File: src/hdl/mcd_pkg.sv
// Shared types and constants of the marker crossing detector.
package mcd_pkg;

	localparam int POS_W  = 64;
	localparam int SLOT_W = 4;

	// Operation codes carried by an input transaction.
	typedef enum logic [1:0] {
		OP_POLL   = 2'd0,
		OP_WRITE  = 2'd1,
		OP_FORGET = 2'd2,
		OP_SET    = 2'd3
	} op_t;

	// Sequencer states of the crossing scan.
	typedef enum logic [1:0] {
		ST_IDLE    = 2'd0,
		ST_SCAN    = 2'd1,
		ST_FINISH  = 2'd2,
		ST_RESOLVE = 2'd3
	} state_t;

	// Context that the candidate comparator needs for one scan pass.
	typedef struct packed {
		logic [POS_W-1:0] last_pos;
		logic [POS_W-1:0] cur_pos;
		logic [POS_W-1:0] prev_pos;
		logic [POS_W-1:0] best_pos;
		logic             have_prev;
		logic             best_found;
	} scan_ctx_t;

endpackage

File: src/hdl/mcd_ram.sv
// Generic single-write, single-read RAM with registered read data.
module mcd_ram #(
	parameter int WIDTH = 64,
	parameter int DEPTH = 16
) (
	input  logic                                   clk,
	input  logic                                   we,
	input  logic [(DEPTH > 1 ? $clog2(DEPTH) : 1)-1:0] waddr,
	input  logic [WIDTH-1:0]                       wdata,
	input  logic [(DEPTH > 1 ? $clog2(DEPTH) : 1)-1:0] raddr,
	output logic [WIDTH-1:0]                       rdata
);

	logic [WIDTH-1:0] mem_q [DEPTH];

	// Write port and registered read port.
	always_ff @(posedge clk) begin
		if (we) begin
			mem_q[waddr] <= wdata;
		end
		rdata <= mem_q[raddr];
	end

endmodule

File: src/hdl/mcd_cand.sv
// Candidate comparator: decides whether one marker beats the current best in a scan pass.
module mcd_cand #(
	parameter int AW = 4
) (
	input  mcd_pkg::scan_ctx_t            ctx,
	input  logic [mcd_pkg::POS_W-1:0]     marker_pos,
	input  logic [AW-1:0]                 marker_slot,
	input  logic [AW-1:0]                 prev_slot,
	input  logic                          marker_present,
	output logic                          take
);

	logic after_prev;
	logic within_cur;
	logic beats_best;

	// The marker must come after the previous key, not pass the transport,
	// and sort strictly before the best found so far in this pass.
	always_comb begin
		if (ctx.have_prev) begin
			after_prev = ($signed(marker_pos) > $signed(ctx.prev_pos)) ||
				((marker_pos == ctx.prev_pos) && (marker_slot > prev_slot));
		end else begin
			after_prev = $signed(marker_pos) > $signed(ctx.last_pos);
		end
		within_cur = $signed(marker_pos) <= $signed(ctx.cur_pos);
		beats_best = !ctx.best_found || ($signed(marker_pos) < $signed(ctx.best_pos));
		take = marker_present && after_prev && within_cur && beats_best;
	end

endmodule

File: src/hdl/marker_crossing_detector.sv
// Top level of the marker crossing detector: command port, sequencer and slot table.
//
// Write, forget and set transactions, and polls that cannot cross anything, finish in the
// cycle they are accepted. A poll that advances the transport scans the slot table once per
// crossing plus one final pass; each pass reads one slot per cycle from the table RAM through
// a single comparator, and busy stays high until the final pass is resolved. Results come
// out on result_valid for one cycle each, at least a full scan pass apart, in ascending
// position order with ties by slot; the final one carries last. The receiver cannot stall,
// so results must be taken when shown.
module marker_crossing_detector #(
	parameter int MARKER_SLOTS = 16
) (
	input  logic                                 clk,
	input  logic                                 arst_n,
	input  logic                                 start,
	output logic                                 busy,
	input  logic [1:0]                           operation,
	input  logic signed [mcd_pkg::POS_W-1:0]     position,
	input  logic                                 rolling,
	input  logic                                 discontinuity,
	input  logic [mcd_pkg::SLOT_W-1:0]           slot,
	input  logic                                 present,
	output logic                                 result_valid,
	output logic [mcd_pkg::SLOT_W-1:0]           crossed_slot,
	output logic signed [mcd_pkg::POS_W-1:0]     crossed_position,
	output logic                                 last
);

	localparam int AW = (MARKER_SLOTS > 1) ? $clog2(MARKER_SLOTS) : 1;
	localparam logic [AW-1:0] LAST_SLOT = AW'(MARKER_SLOTS - 1);

	mcd_pkg::state_t state_q, state_d;
	logic accept;
	logic poll_go;
	logic slot_in_range;
	logic scan_issue;
	logic resolve;
	logic take;

	logic [AW-1:0]               cnt_q;
	logic                        rd_v_s1;
	logic [AW-1:0]               rd_slot_s1;
	logic [mcd_pkg::POS_W-1:0]   rd_pos;
	logic [mcd_pkg::POS_W-1:0]   last_pos_q;
	logic                        known_q;
	logic [mcd_pkg::POS_W-1:0]   cur_pos_q;
	logic [mcd_pkg::POS_W-1:0]   prev_pos_q;
	logic [AW-1:0]               prev_slot_q;
	logic                        have_prev_q;
	logic [mcd_pkg::POS_W-1:0]   best_pos_q;
	logic [AW-1:0]               best_slot_q;
	logic                        best_found_q;
	logic [mcd_pkg::POS_W-1:0]   held_pos_q;
	logic [AW-1:0]               held_slot_q;
	logic                        held_v_q;
	logic                        present_q [MARKER_SLOTS];
	logic                        out_valid_q;
	logic                        out_last_q;
	logic [mcd_pkg::SLOT_W-1:0]  out_slot_q;
	logic [mcd_pkg::POS_W-1:0]   out_pos_q;
	mcd_pkg::scan_ctx_t          ctx;

	// Transaction acceptance and decode.
	assign accept = start && (state_q == mcd_pkg::ST_IDLE);
	assign slot_in_range = {28'd0, slot} < 32'(MARKER_SLOTS);
	assign poll_go = (operation == mcd_pkg::OP_POLL) && rolling && !discontinuity &&
		known_q && ($signed(last_pos_q) < position);

	// Next-state logic of the scan sequencer.
	always_comb begin
		state_d = state_q;
		case (state_q)
			mcd_pkg::ST_IDLE: begin
				if (accept && poll_go) begin
					state_d = mcd_pkg::ST_SCAN;
				end
			end
			mcd_pkg::ST_SCAN: begin
				if (cnt_q == LAST_SLOT) begin
					state_d = mcd_pkg::ST_FINISH;
				end
			end
			mcd_pkg::ST_FINISH: begin
				state_d = mcd_pkg::ST_RESOLVE;
			end
			mcd_pkg::ST_RESOLVE: begin
				state_d = best_found_q ? mcd_pkg::ST_SCAN : mcd_pkg::ST_IDLE;
			end
			default: begin
				state_d = mcd_pkg::ST_IDLE;
			end
		endcase
	end

	// Sequencer outputs.
	always_comb begin
		busy       = 1'b1;
		scan_issue = 1'b0;
		resolve    = 1'b0;
		case (state_q)
			mcd_pkg::ST_IDLE: begin
				busy = 1'b0;
			end
			mcd_pkg::ST_SCAN: begin
				scan_issue = 1'b1;
			end
			mcd_pkg::ST_FINISH: begin
			end
			mcd_pkg::ST_RESOLVE: begin
				resolve = 1'b1;
			end
			default: begin
				busy = 1'b1;
			end
		endcase
	end

	// Marker position table, read one slot per cycle during a scan.
	mcd_ram #(
		.WIDTH(mcd_pkg::POS_W),
		.DEPTH(MARKER_SLOTS)
	) u_table (
		.clk   (clk),
		.we    (accept && (operation == mcd_pkg::OP_WRITE) && slot_in_range),
		.waddr (AW'(slot)),
		.wdata (position),
		.raddr (cnt_q),
		.rdata (rd_pos)
	);

	// Comparator context for the current pass.
	always_comb begin
		ctx.last_pos   = last_pos_q;
		ctx.cur_pos    = cur_pos_q;
		ctx.prev_pos   = prev_pos_q;
		ctx.best_pos   = best_pos_q;
		ctx.have_prev  = have_prev_q;
		ctx.best_found = best_found_q;
	end

	mcd_cand #(
		.AW(AW)
	) u_cand (
		.ctx            (ctx),
		.marker_pos     (rd_pos),
		.marker_slot    (rd_slot_s1),
		.prev_slot      (prev_slot_q),
		.marker_present (rd_v_s1 && present_q[rd_slot_s1]),
		.take           (take)
	);

	// Control state: sequencer, transport position, present bits and strobes.
	always_ff @(posedge clk or negedge arst_n) begin
		if (!arst_n) begin
			state_q      <= mcd_pkg::ST_IDLE;
			cnt_q        <= '0;
			rd_v_s1      <= 1'b0;
			last_pos_q   <= '0;
			known_q      <= 1'b0;
			have_prev_q  <= 1'b0;
			best_found_q <= 1'b0;
			held_v_q     <= 1'b0;
			out_valid_q  <= 1'b0;
			for (int i = 0; i < MARKER_SLOTS; i++) begin
				present_q[AW'(i)] <= 1'b0;
			end
		end else begin
			state_q     <= state_d;
			rd_v_s1     <= scan_issue;
			out_valid_q <= resolve && held_v_q;
			cnt_q       <= scan_issue ? cnt_q + AW'(1) : '0;
			if (accept) begin
				case (operation)
					mcd_pkg::OP_WRITE: begin
						if (slot_in_range) begin
							present_q[AW'(slot)] <= present;
						end
					end
					mcd_pkg::OP_FORGET: begin
						known_q    <= 1'b0;
						last_pos_q <= '0;
					end
					default: begin
						if (poll_go) begin
							have_prev_q  <= 1'b0;
							best_found_q <= 1'b0;
							held_v_q     <= 1'b0;
						end else begin
							known_q    <= 1'b1;
							last_pos_q <= position;
						end
					end
				endcase
			end
			if (take) begin
				best_found_q <= 1'b1;
			end
			if (resolve) begin
				best_found_q <= 1'b0;
				if (best_found_q) begin
					have_prev_q <= 1'b1;
					held_v_q    <= 1'b1;
				end else begin
					held_v_q   <= 1'b0;
					last_pos_q <= cur_pos_q;
				end
			end
		end
	end

	// Payload registers: scan keys, held result and output fields.
	always_ff @(posedge clk) begin
		rd_slot_s1 <= cnt_q;
		if (accept && poll_go) begin
			cur_pos_q <= position;
		end
		if (take) begin
			best_pos_q  <= rd_pos;
			best_slot_q <= rd_slot_s1;
		end
		if (resolve && best_found_q) begin
			prev_pos_q  <= best_pos_q;
			prev_slot_q <= best_slot_q;
			held_pos_q  <= best_pos_q;
			held_slot_q <= best_slot_q;
		end
		if (resolve) begin
			out_pos_q  <= held_pos_q;
			out_slot_q <= mcd_pkg::SLOT_W'(held_slot_q);
			out_last_q <= !best_found_q;
		end
	end

	assign result_valid     = out_valid_q;
	assign crossed_slot     = out_slot_q;
	assign crossed_position = out_pos_q;
	assign last             = out_last_q;

	// A non-final result means another scan pass is running; the final one ends the poll.
	assert property (@(posedge clk) disable iff (!arst_n)
		result_valid |-> (busy == !last))
		else $error("result strobe and busy disagree on the end of a poll");

	// Result strobes never come back to back; results of one poll are separated by at least a full scan pass.
	assert property (@(posedge clk) disable iff (!arst_n)
		result_valid |=> !result_valid)
		else $error("result strobe high in two consecutive cycles");

	// A scan never starts unless the poll was accepted while idle.
	assert property (@(posedge clk) disable iff (!arst_n)
		(state_q == mcd_pkg::ST_IDLE) && !(start && poll_go) |=> (state_q == mcd_pkg::ST_IDLE))
		else $error("scan started without an accepted poll");

endmodule

File: config.mk
export PLATFORM = sky130hd
export DESIGN_NAME = marker_crossing_detector
export DESIGN_NICKNAME = d
export VERILOG_FILES = /design/src/hdl/mcd_pkg.sv /design/src/hdl/mcd_ram.sv /design/src/hdl/mcd_cand.sv /design/src/hdl/marker_crossing_detector.sv
export SDC_FILE = /design/constraint.sdc
export NUM_CORES = 2
export LEC_CHECK = 0
export BUFFER_PORTS_ARGS = -buffer_cell sky130_fd_sc_hd__buf_2
export CAP_MARGIN = 5
export CORE_MARGIN = 5
export CORE_UTILIZATION = 40
export CTS_CLUSTER_SIZE = 30
export DETAILED_ROUTE_END_ITERATION = 12
export SYNTH_ARGS = -nofsm -noshare
export SYNTH_HDL_FRONTEND = slang
export SYNTH_HIERARCHICAL = 1
export SYNTH_SLANG_ARGS = --single-unit
File: constraint.sdc
create_clock -name clk -period 20.6 [get_ports clk]
set_input_delay 1.03 -clock clk [delete_from_list [all_inputs] [get_ports clk]]
set_output_delay 1.03 -clock clk [all_outputs]
set_load 0.02 [all_outputs]
* Word-level counts from Yosys, hierarchy flattened
Memories as Yosys holds them, arrays and structs flattened. A register that Yosys moved wholly into a read port is not among the register bits.
Cells that the tools add are included.
** Cells by class
- $add $sub $neg :: 1
- Order comparisons :: 9
- Equal/unequal tests :: 12
- Mux-type cells :: 36
- Bitwise logic cells :: 3
- Reductions and logical operators :: 32
** Operators with widths (count)
- two-way mux 64 bit :: 4
- > comparator 64 bit :: 2
- less-than comparator 64 bit :: 2
- one-hot mux 64 bit (2 select lines) :: 1
- equality test 64 bit :: 1
- <= comparator 64 bit :: 1
- two-way mux 1 bit :: 23
- bitwise mux 16 bit :: 1
- logical AND 1 bit :: 15
- AND reduction 3 bit :: 4
- >= comparator 5 bit, second input constant :: 2
- inverter 4 -> 5 bit :: 2
- one-hot mux 2 bit (4 select lines) :: 1
- equality test 2 bit, second input constant :: 3
- inequality test 2 x 1 -> 1 bit, second input constant :: 3
- nonzero test 3 bit :: 2
- less-than comparator 5 x 1 -> 1 bit, second input constant :: 1
- adder 4 x 1 -> 4 bit, second input constant :: 1
- binary-select mux 1 bit (select 4 bit) :: 1
- demux 1 bit (select 4 bit) :: 1
- equality test 2 x 1 -> 1 bit, second input constant :: 2
- equality test 4 bit, second input constant :: 1
- > comparator 4 bit :: 1
- zero test 2 bit :: 2
- other kinds (11) :: 16
** Storage, ports and cells
- Bits in registers :: 365
- Memory bits (writable) :: 1024
- Bits of input ports :: 76
- Output and inout port bits :: 71
- Word-level logic and storage cells :: 128
- Memories kept :: 1
** Memory list
- u_table.mem_q :: depth 16, bits a word 64, read ports 1, clocked after Yosys merged registers in 1, write ports 1, line mcd_ram.sv:14 : logic [WIDTH-1:0] mem_q [DEPTH];

* Depth between registers and ports, before layout
- Depth after elaboration :: 10
- Depth in mapped cells :: 12

* Modules after synthesis
The synthesis kept the hierarchy.
** Modules (own cells, without submodules)
- mcd_ram :: times used 1, cells each 1647, area an instance 39583.0 um2
- marker_crossing_detector :: times used 1, cells each 842, area an instance 14068.5 um2
- mcd_cand :: times used 1, cells each 931, area an instance 6627.6 um2

* Least setup slack after synthesis
No wires, ideal clock.
- Path type :: input to register
- Start :: input position[46] (netlist name)
- End :: register cur_pos_q[0] (netlist name), enable pin
- Arrival time :: 7.017 ns
- Slack :: 13.018 ns
- Stages :: 9
- Buffers on the path :: 0
- Cells stage by stage :: inv_1 > ha_1 > a21oi_1 > nand2_1 > a221oi_1 > a21oi_1 > nor4b_2 > mux2_4 > nor3_1
** On the way
- Cells in the longest elaborated chain, start to end :: 3
** Ends and longest elaborated chain
- from (decl) :: line marker_crossing_detector.sv:18 : input logic signed [mcd_pkg::POS_W-1:0] position,
- less-than comparator 64 bit :: line marker_crossing_detector.sv:67 : known_q && ($signed(last_pos_q) < position);
- logical AND 1 bit :: line marker_crossing_detector.sv:67
- logical AND 1 bit :: line marker_crossing_detector.sv:214 : if (accept && poll_go) begin
- to (signal assigned) :: line marker_crossing_detector.sv:215 : cur_pos_q <= position;
- to (decl) :: line marker_crossing_detector.sv:46 : logic [mcd_pkg::POS_W-1:0] cur_pos_q;
Every way passes these cells.
A chain may end at the register's enable or synchronous reset.

* Worst setup path in the final report
- Start :: input position[30] (netlist name)
- End :: register cur_pos_q[16] (netlist name), enable pin
The elaborated chain is that of the path after synthesis.

==> flow_metrics.tcl <==
set metrics [dict create \
    status "complete, no violations" \
    total_power_mw 8.01 \
    critical_path_depth 11 \
    synthesis.nets 3826 \
    finalClockSkew_ns 0.0296 \
    finalSetupTns_ns 0 \
    combPwrFrac_pct 21.1 \
    seqPwrFrac_pct 45.5 \
    worstReg2RegEnd "cur_pos_q[16]" \
    die_h_um 398 \
    cells_along_the_critical_path "buf_2 -> inv_1 -> ha_1 -> nand4_1 -> nor4_1 -> nand4_1 -> a41oi_2 -> nor4b_2 -> mux2_4 -> nor3_2 -> buf_4" \
    drive_gt1_share_pct 18.9 \
    critical_path_buf_inv_count 3 \
    detail_route.vias_per_cell 5.46 \
    global_route.usage.total_pct 18.5 \
    postRouteAntennaNets 0 \
    crit_arrival_ns 5.68 \
    cp_launch_type "primary input" \
    layout.nets 4067 \
    grt_max_degree 65 \
    swShare_pct 28.4 \
    utilization_pct 45.6 \
    cts.clk_slew.worst_paths_ns 0.06 \
    tritoncts_clock_tree "built" \
    worstRegToRegCells 9 \
    clockPowerShare_pct 33.4 \
    crit_path_max_incr_delay_ns 1.14 \
    post-route-drc-count 0 \
    ys_async_sr_fraction_pct 5.78 \
    r2r-start "last_pos_q[30]" \
    grt-ovfl-total 0 \
    critical_path.startpoint "position[30]" \
    worst_ep_required_time_ns 20.97 \
    cts_setup_buffers 0 \
    critPathKind "primary input to register" \
    ctsRootBufferMaster "sky130_fd_sc_hd__clkbuf_16" \
    worst_pin_slew_ns 1.32 \
    cts-root-to-sink-buffers 3 \
    ctsHoldBuffers 0 \
    coreArea_mm2 0.150 \
    cts.sinks 1453 \
    layout_commonest_cell "sky130_fd_sc_hd__edfxtp_1" \
    drt_iter0_drc 2756 \
    min_period_over_period_pct 25.8 \
    synthesis.area_mm2 0.0603 \
    critPathMaxFanout 64 \
    gpl.final_weighted_congestion 0.807 \
    timing_hold_violations_final 0 \
    tritoncts.num_buffers 153 \
    worst_path_dominant_cell_family "simple AND/OR/NAND/NOR gates" \
    grt_setup_unrepaired "false" \
    io_pins 147 \
    die_x_um 398 \
    reg2reg_setup_slack_ns 15.52 \
    cts.htree.levels 4 \
    dp_hpwl_um 88300 \
    slew-limit-headroom_pct 10.9 \
    synth-seq-cells 1453 \
    cpMostUsedCell "sky130_fd_sc_hd__nand4_1" \
    final_max_slew_viol_count 0 \
    io_buffer_count 146 \
    endpoint_kind "register" \
    power_report.internal_total_mw 5.73 \
    number_of_global_route_vias_before_repair 32400 \
    post_cts.resized_instances 0 \
    netlist_instances 3420 \
    ys_warn_count 6 \
    max_freq_ghz 0.188 \
    postRouteWirelength_um 146000 \
    holdCritPathClass "primary input to async pin" \
    worst_skew_pair.late_latency_ns 0.78 \
    initial_antenna_violation_count 16 \
    leakagePower_nw 24.2 \
    setup_viol 0 \
    cpMaxStageDelayCell "sky130_fd_sc_hd__nor4_1" \
    max_cap_viol_count 0 \
    layout_common_cells "1,301 x sky130_fd_sc_hd__edfxtp_1, 335 x sky130_fd_sc_hd__inv_1, 329 x sky130_fd_sc_hd__ha_1" \
    drt_pre_antenna_iters 5 \
    final.min_clock_period_ns 5.31 \
    worst_vdd_drop_mv 0.0887 \
    grt_first_pass_wirelength_um 216000 \
    area_growth_pct 13.3 \
    synthFlopType "sky130_fd_sc_hd__edfxtp_1" \
    number_of_distinct_library_cells_after_synthesis 71 \
    synth-seq-area-share_pct 70.6 \
    routed-via-count 31700 \
    dieArea_mm2 0.159 \
    synthesis.area_per_instance_um2 17.6 \
    setup.worst_path.end "cur_pos_q[16]" \
    power-per-cell-area_mw_per_mm2 117 \
    post_drt_wl_per_cell_um 25.2 \
    rows 142 \
    start_util_pct 40.2 \
    switching_power_mw 2.28 \
    synth-edff-count 1301 \
]
## synthesized netlist by cell type, drive strengths merged, types with 24 or more instances
| cell | number | area share (%) |
|---|---|---|
| a21o | 31 | 0.39 |
| a21oi | 105 | 0.87 |
| a221o | 67 | 1.1 |
| a22oi | 131 | 1.6 |
| and2 | 73 | 0.76 |
| buf | 58 | 0.75 |
| clkbuf | 47 | 0.29 |
| dfrtp | 84 | 3.5 |
| dfxtp | 68 | 2.3 |
| edfxtp | 1301 | 65 |
| ha | 330 | 6.8 |
| inv | 336 | 2.1 |
| mux4 | 261 | 9.8 |
| nand2 | 142 | 0.88 |
| nand3 | 27 | 0.22 |
| nand4 | 63 | 0.67 |
| nor2 | 58 | 0.36 |
| nor3 | 24 | 0.20 |
| o21ai | 51 | 0.43 |
## cell families after synthesis
| family | count (synthesis) | synth area share [%] |
|---|---|---|
| muxes | 273 | 9.98 |
| xor gates and xnor gates | 3 | 0.0436 |
| AOI/OAI and AO/OA | 469 | 5.56 |
| buffers and inverters | 441 | 3.14 |
| DFF | 1453 | 70.6 |
| adders and majority gates | 330 | 6.85 |
| and+or+nand+nor | 451 | 3.87 |
## power groups by stage
stage               Combinational, mW  Sequential (mW)  Clock [mW]
floorplan                        1.24             3.62           0
finish                           1.69             3.64        2.68
CTS                              1.70             3.65        2.74
global placement                 1.67             3.71           0
detailed placement               1.69             3.71           0
global route                     1.88             3.67        2.87
## layout make-up
cell class	count	area, µm²
well taps	2016	2520
flip-flops and latches	1453	42500
clock buffers	207	4180
fillers	12900	81500
repair buffers	191	1070
clock inverters	76	686
inverters	336	1260
multi-input cells	1526	16000
diodes	8	20.0
## sequential cells by signal, indices dropped and copies added, names as in the netlist, 2 cells and up
signal / count
state_q: 2
best_pos_q: 64
best_slot_q: 4
present_q: 16
cnt_q: 4
rd_slot_s1: 4
u_table/mem_q: 1024
held_pos_q: 64
last_pos_q: 64
crossed_slot: 4
held_slot_q: 4
cur_pos_q: 64
u_table/rdata: 64
crossed_position: 64
## per-layer routing
metal / share of wire (%) / GRT usage, %
met3: 7.1 / 4.08
met1: 45 / 27.0
met4: 1.9 / 4.43
met2: 46 / 28.4
met5: 0.047 / 0
## how the worst min path moves through the flow
stage | start | end | cells after the start
3_3_place_gp | best_slot_q[0] | held_slot_q[0] | 0
3_5_place_dp | best_slot_q[1] | held_slot_q[1] | 0
4_1_cts | arst_n | present_q[11] | 1
6_report | arst_n | present_q[11] | 1
5_1_grt | arst_n | present_q[11] | 1
2_1_floorplan | best_slot_q[0] | held_slot_q[0] | 0
## worst register-to-register path, stage by stage (launching register included)
cell and delay, ns:
sky130_fd_sc_hd__dfrtp_1 0.41, sky130_fd_sc_hd__ha_1 0.33, sky130_fd_sc_hd__nand4_1 0.20, sky130_fd_sc_hd__nor4_1 1.14, sky130_fd_sc_hd__nand4_1 0.50, sky130_fd_sc_hd__a41oi_2 0.48
sky130_fd_sc_hd__nor4b_2 0.12, sky130_fd_sc_hd__mux2_4 0.39, sky130_fd_sc_hd__nor3_2 0.17, sky130_fd_sc_hd__buf_4 0.90
## per-stage QoR
stage          worst slack [ns]  area [µm²]  hold slack [ns]  std cells
6_report                  15.29       68300            0.194       5813
3_5_place_dp              14.57       63400            0.411       5522
2_1_floorplan             13.02       60300            0.400       3420
4_1_cts                   15.40       68300            0.151       5805
3_3_place_gp              14.60       63400            0.402       5522
5_1_grt                   15.35       68300            0.180       5806
Note: power is estimated with default switching activity, not from simulation.
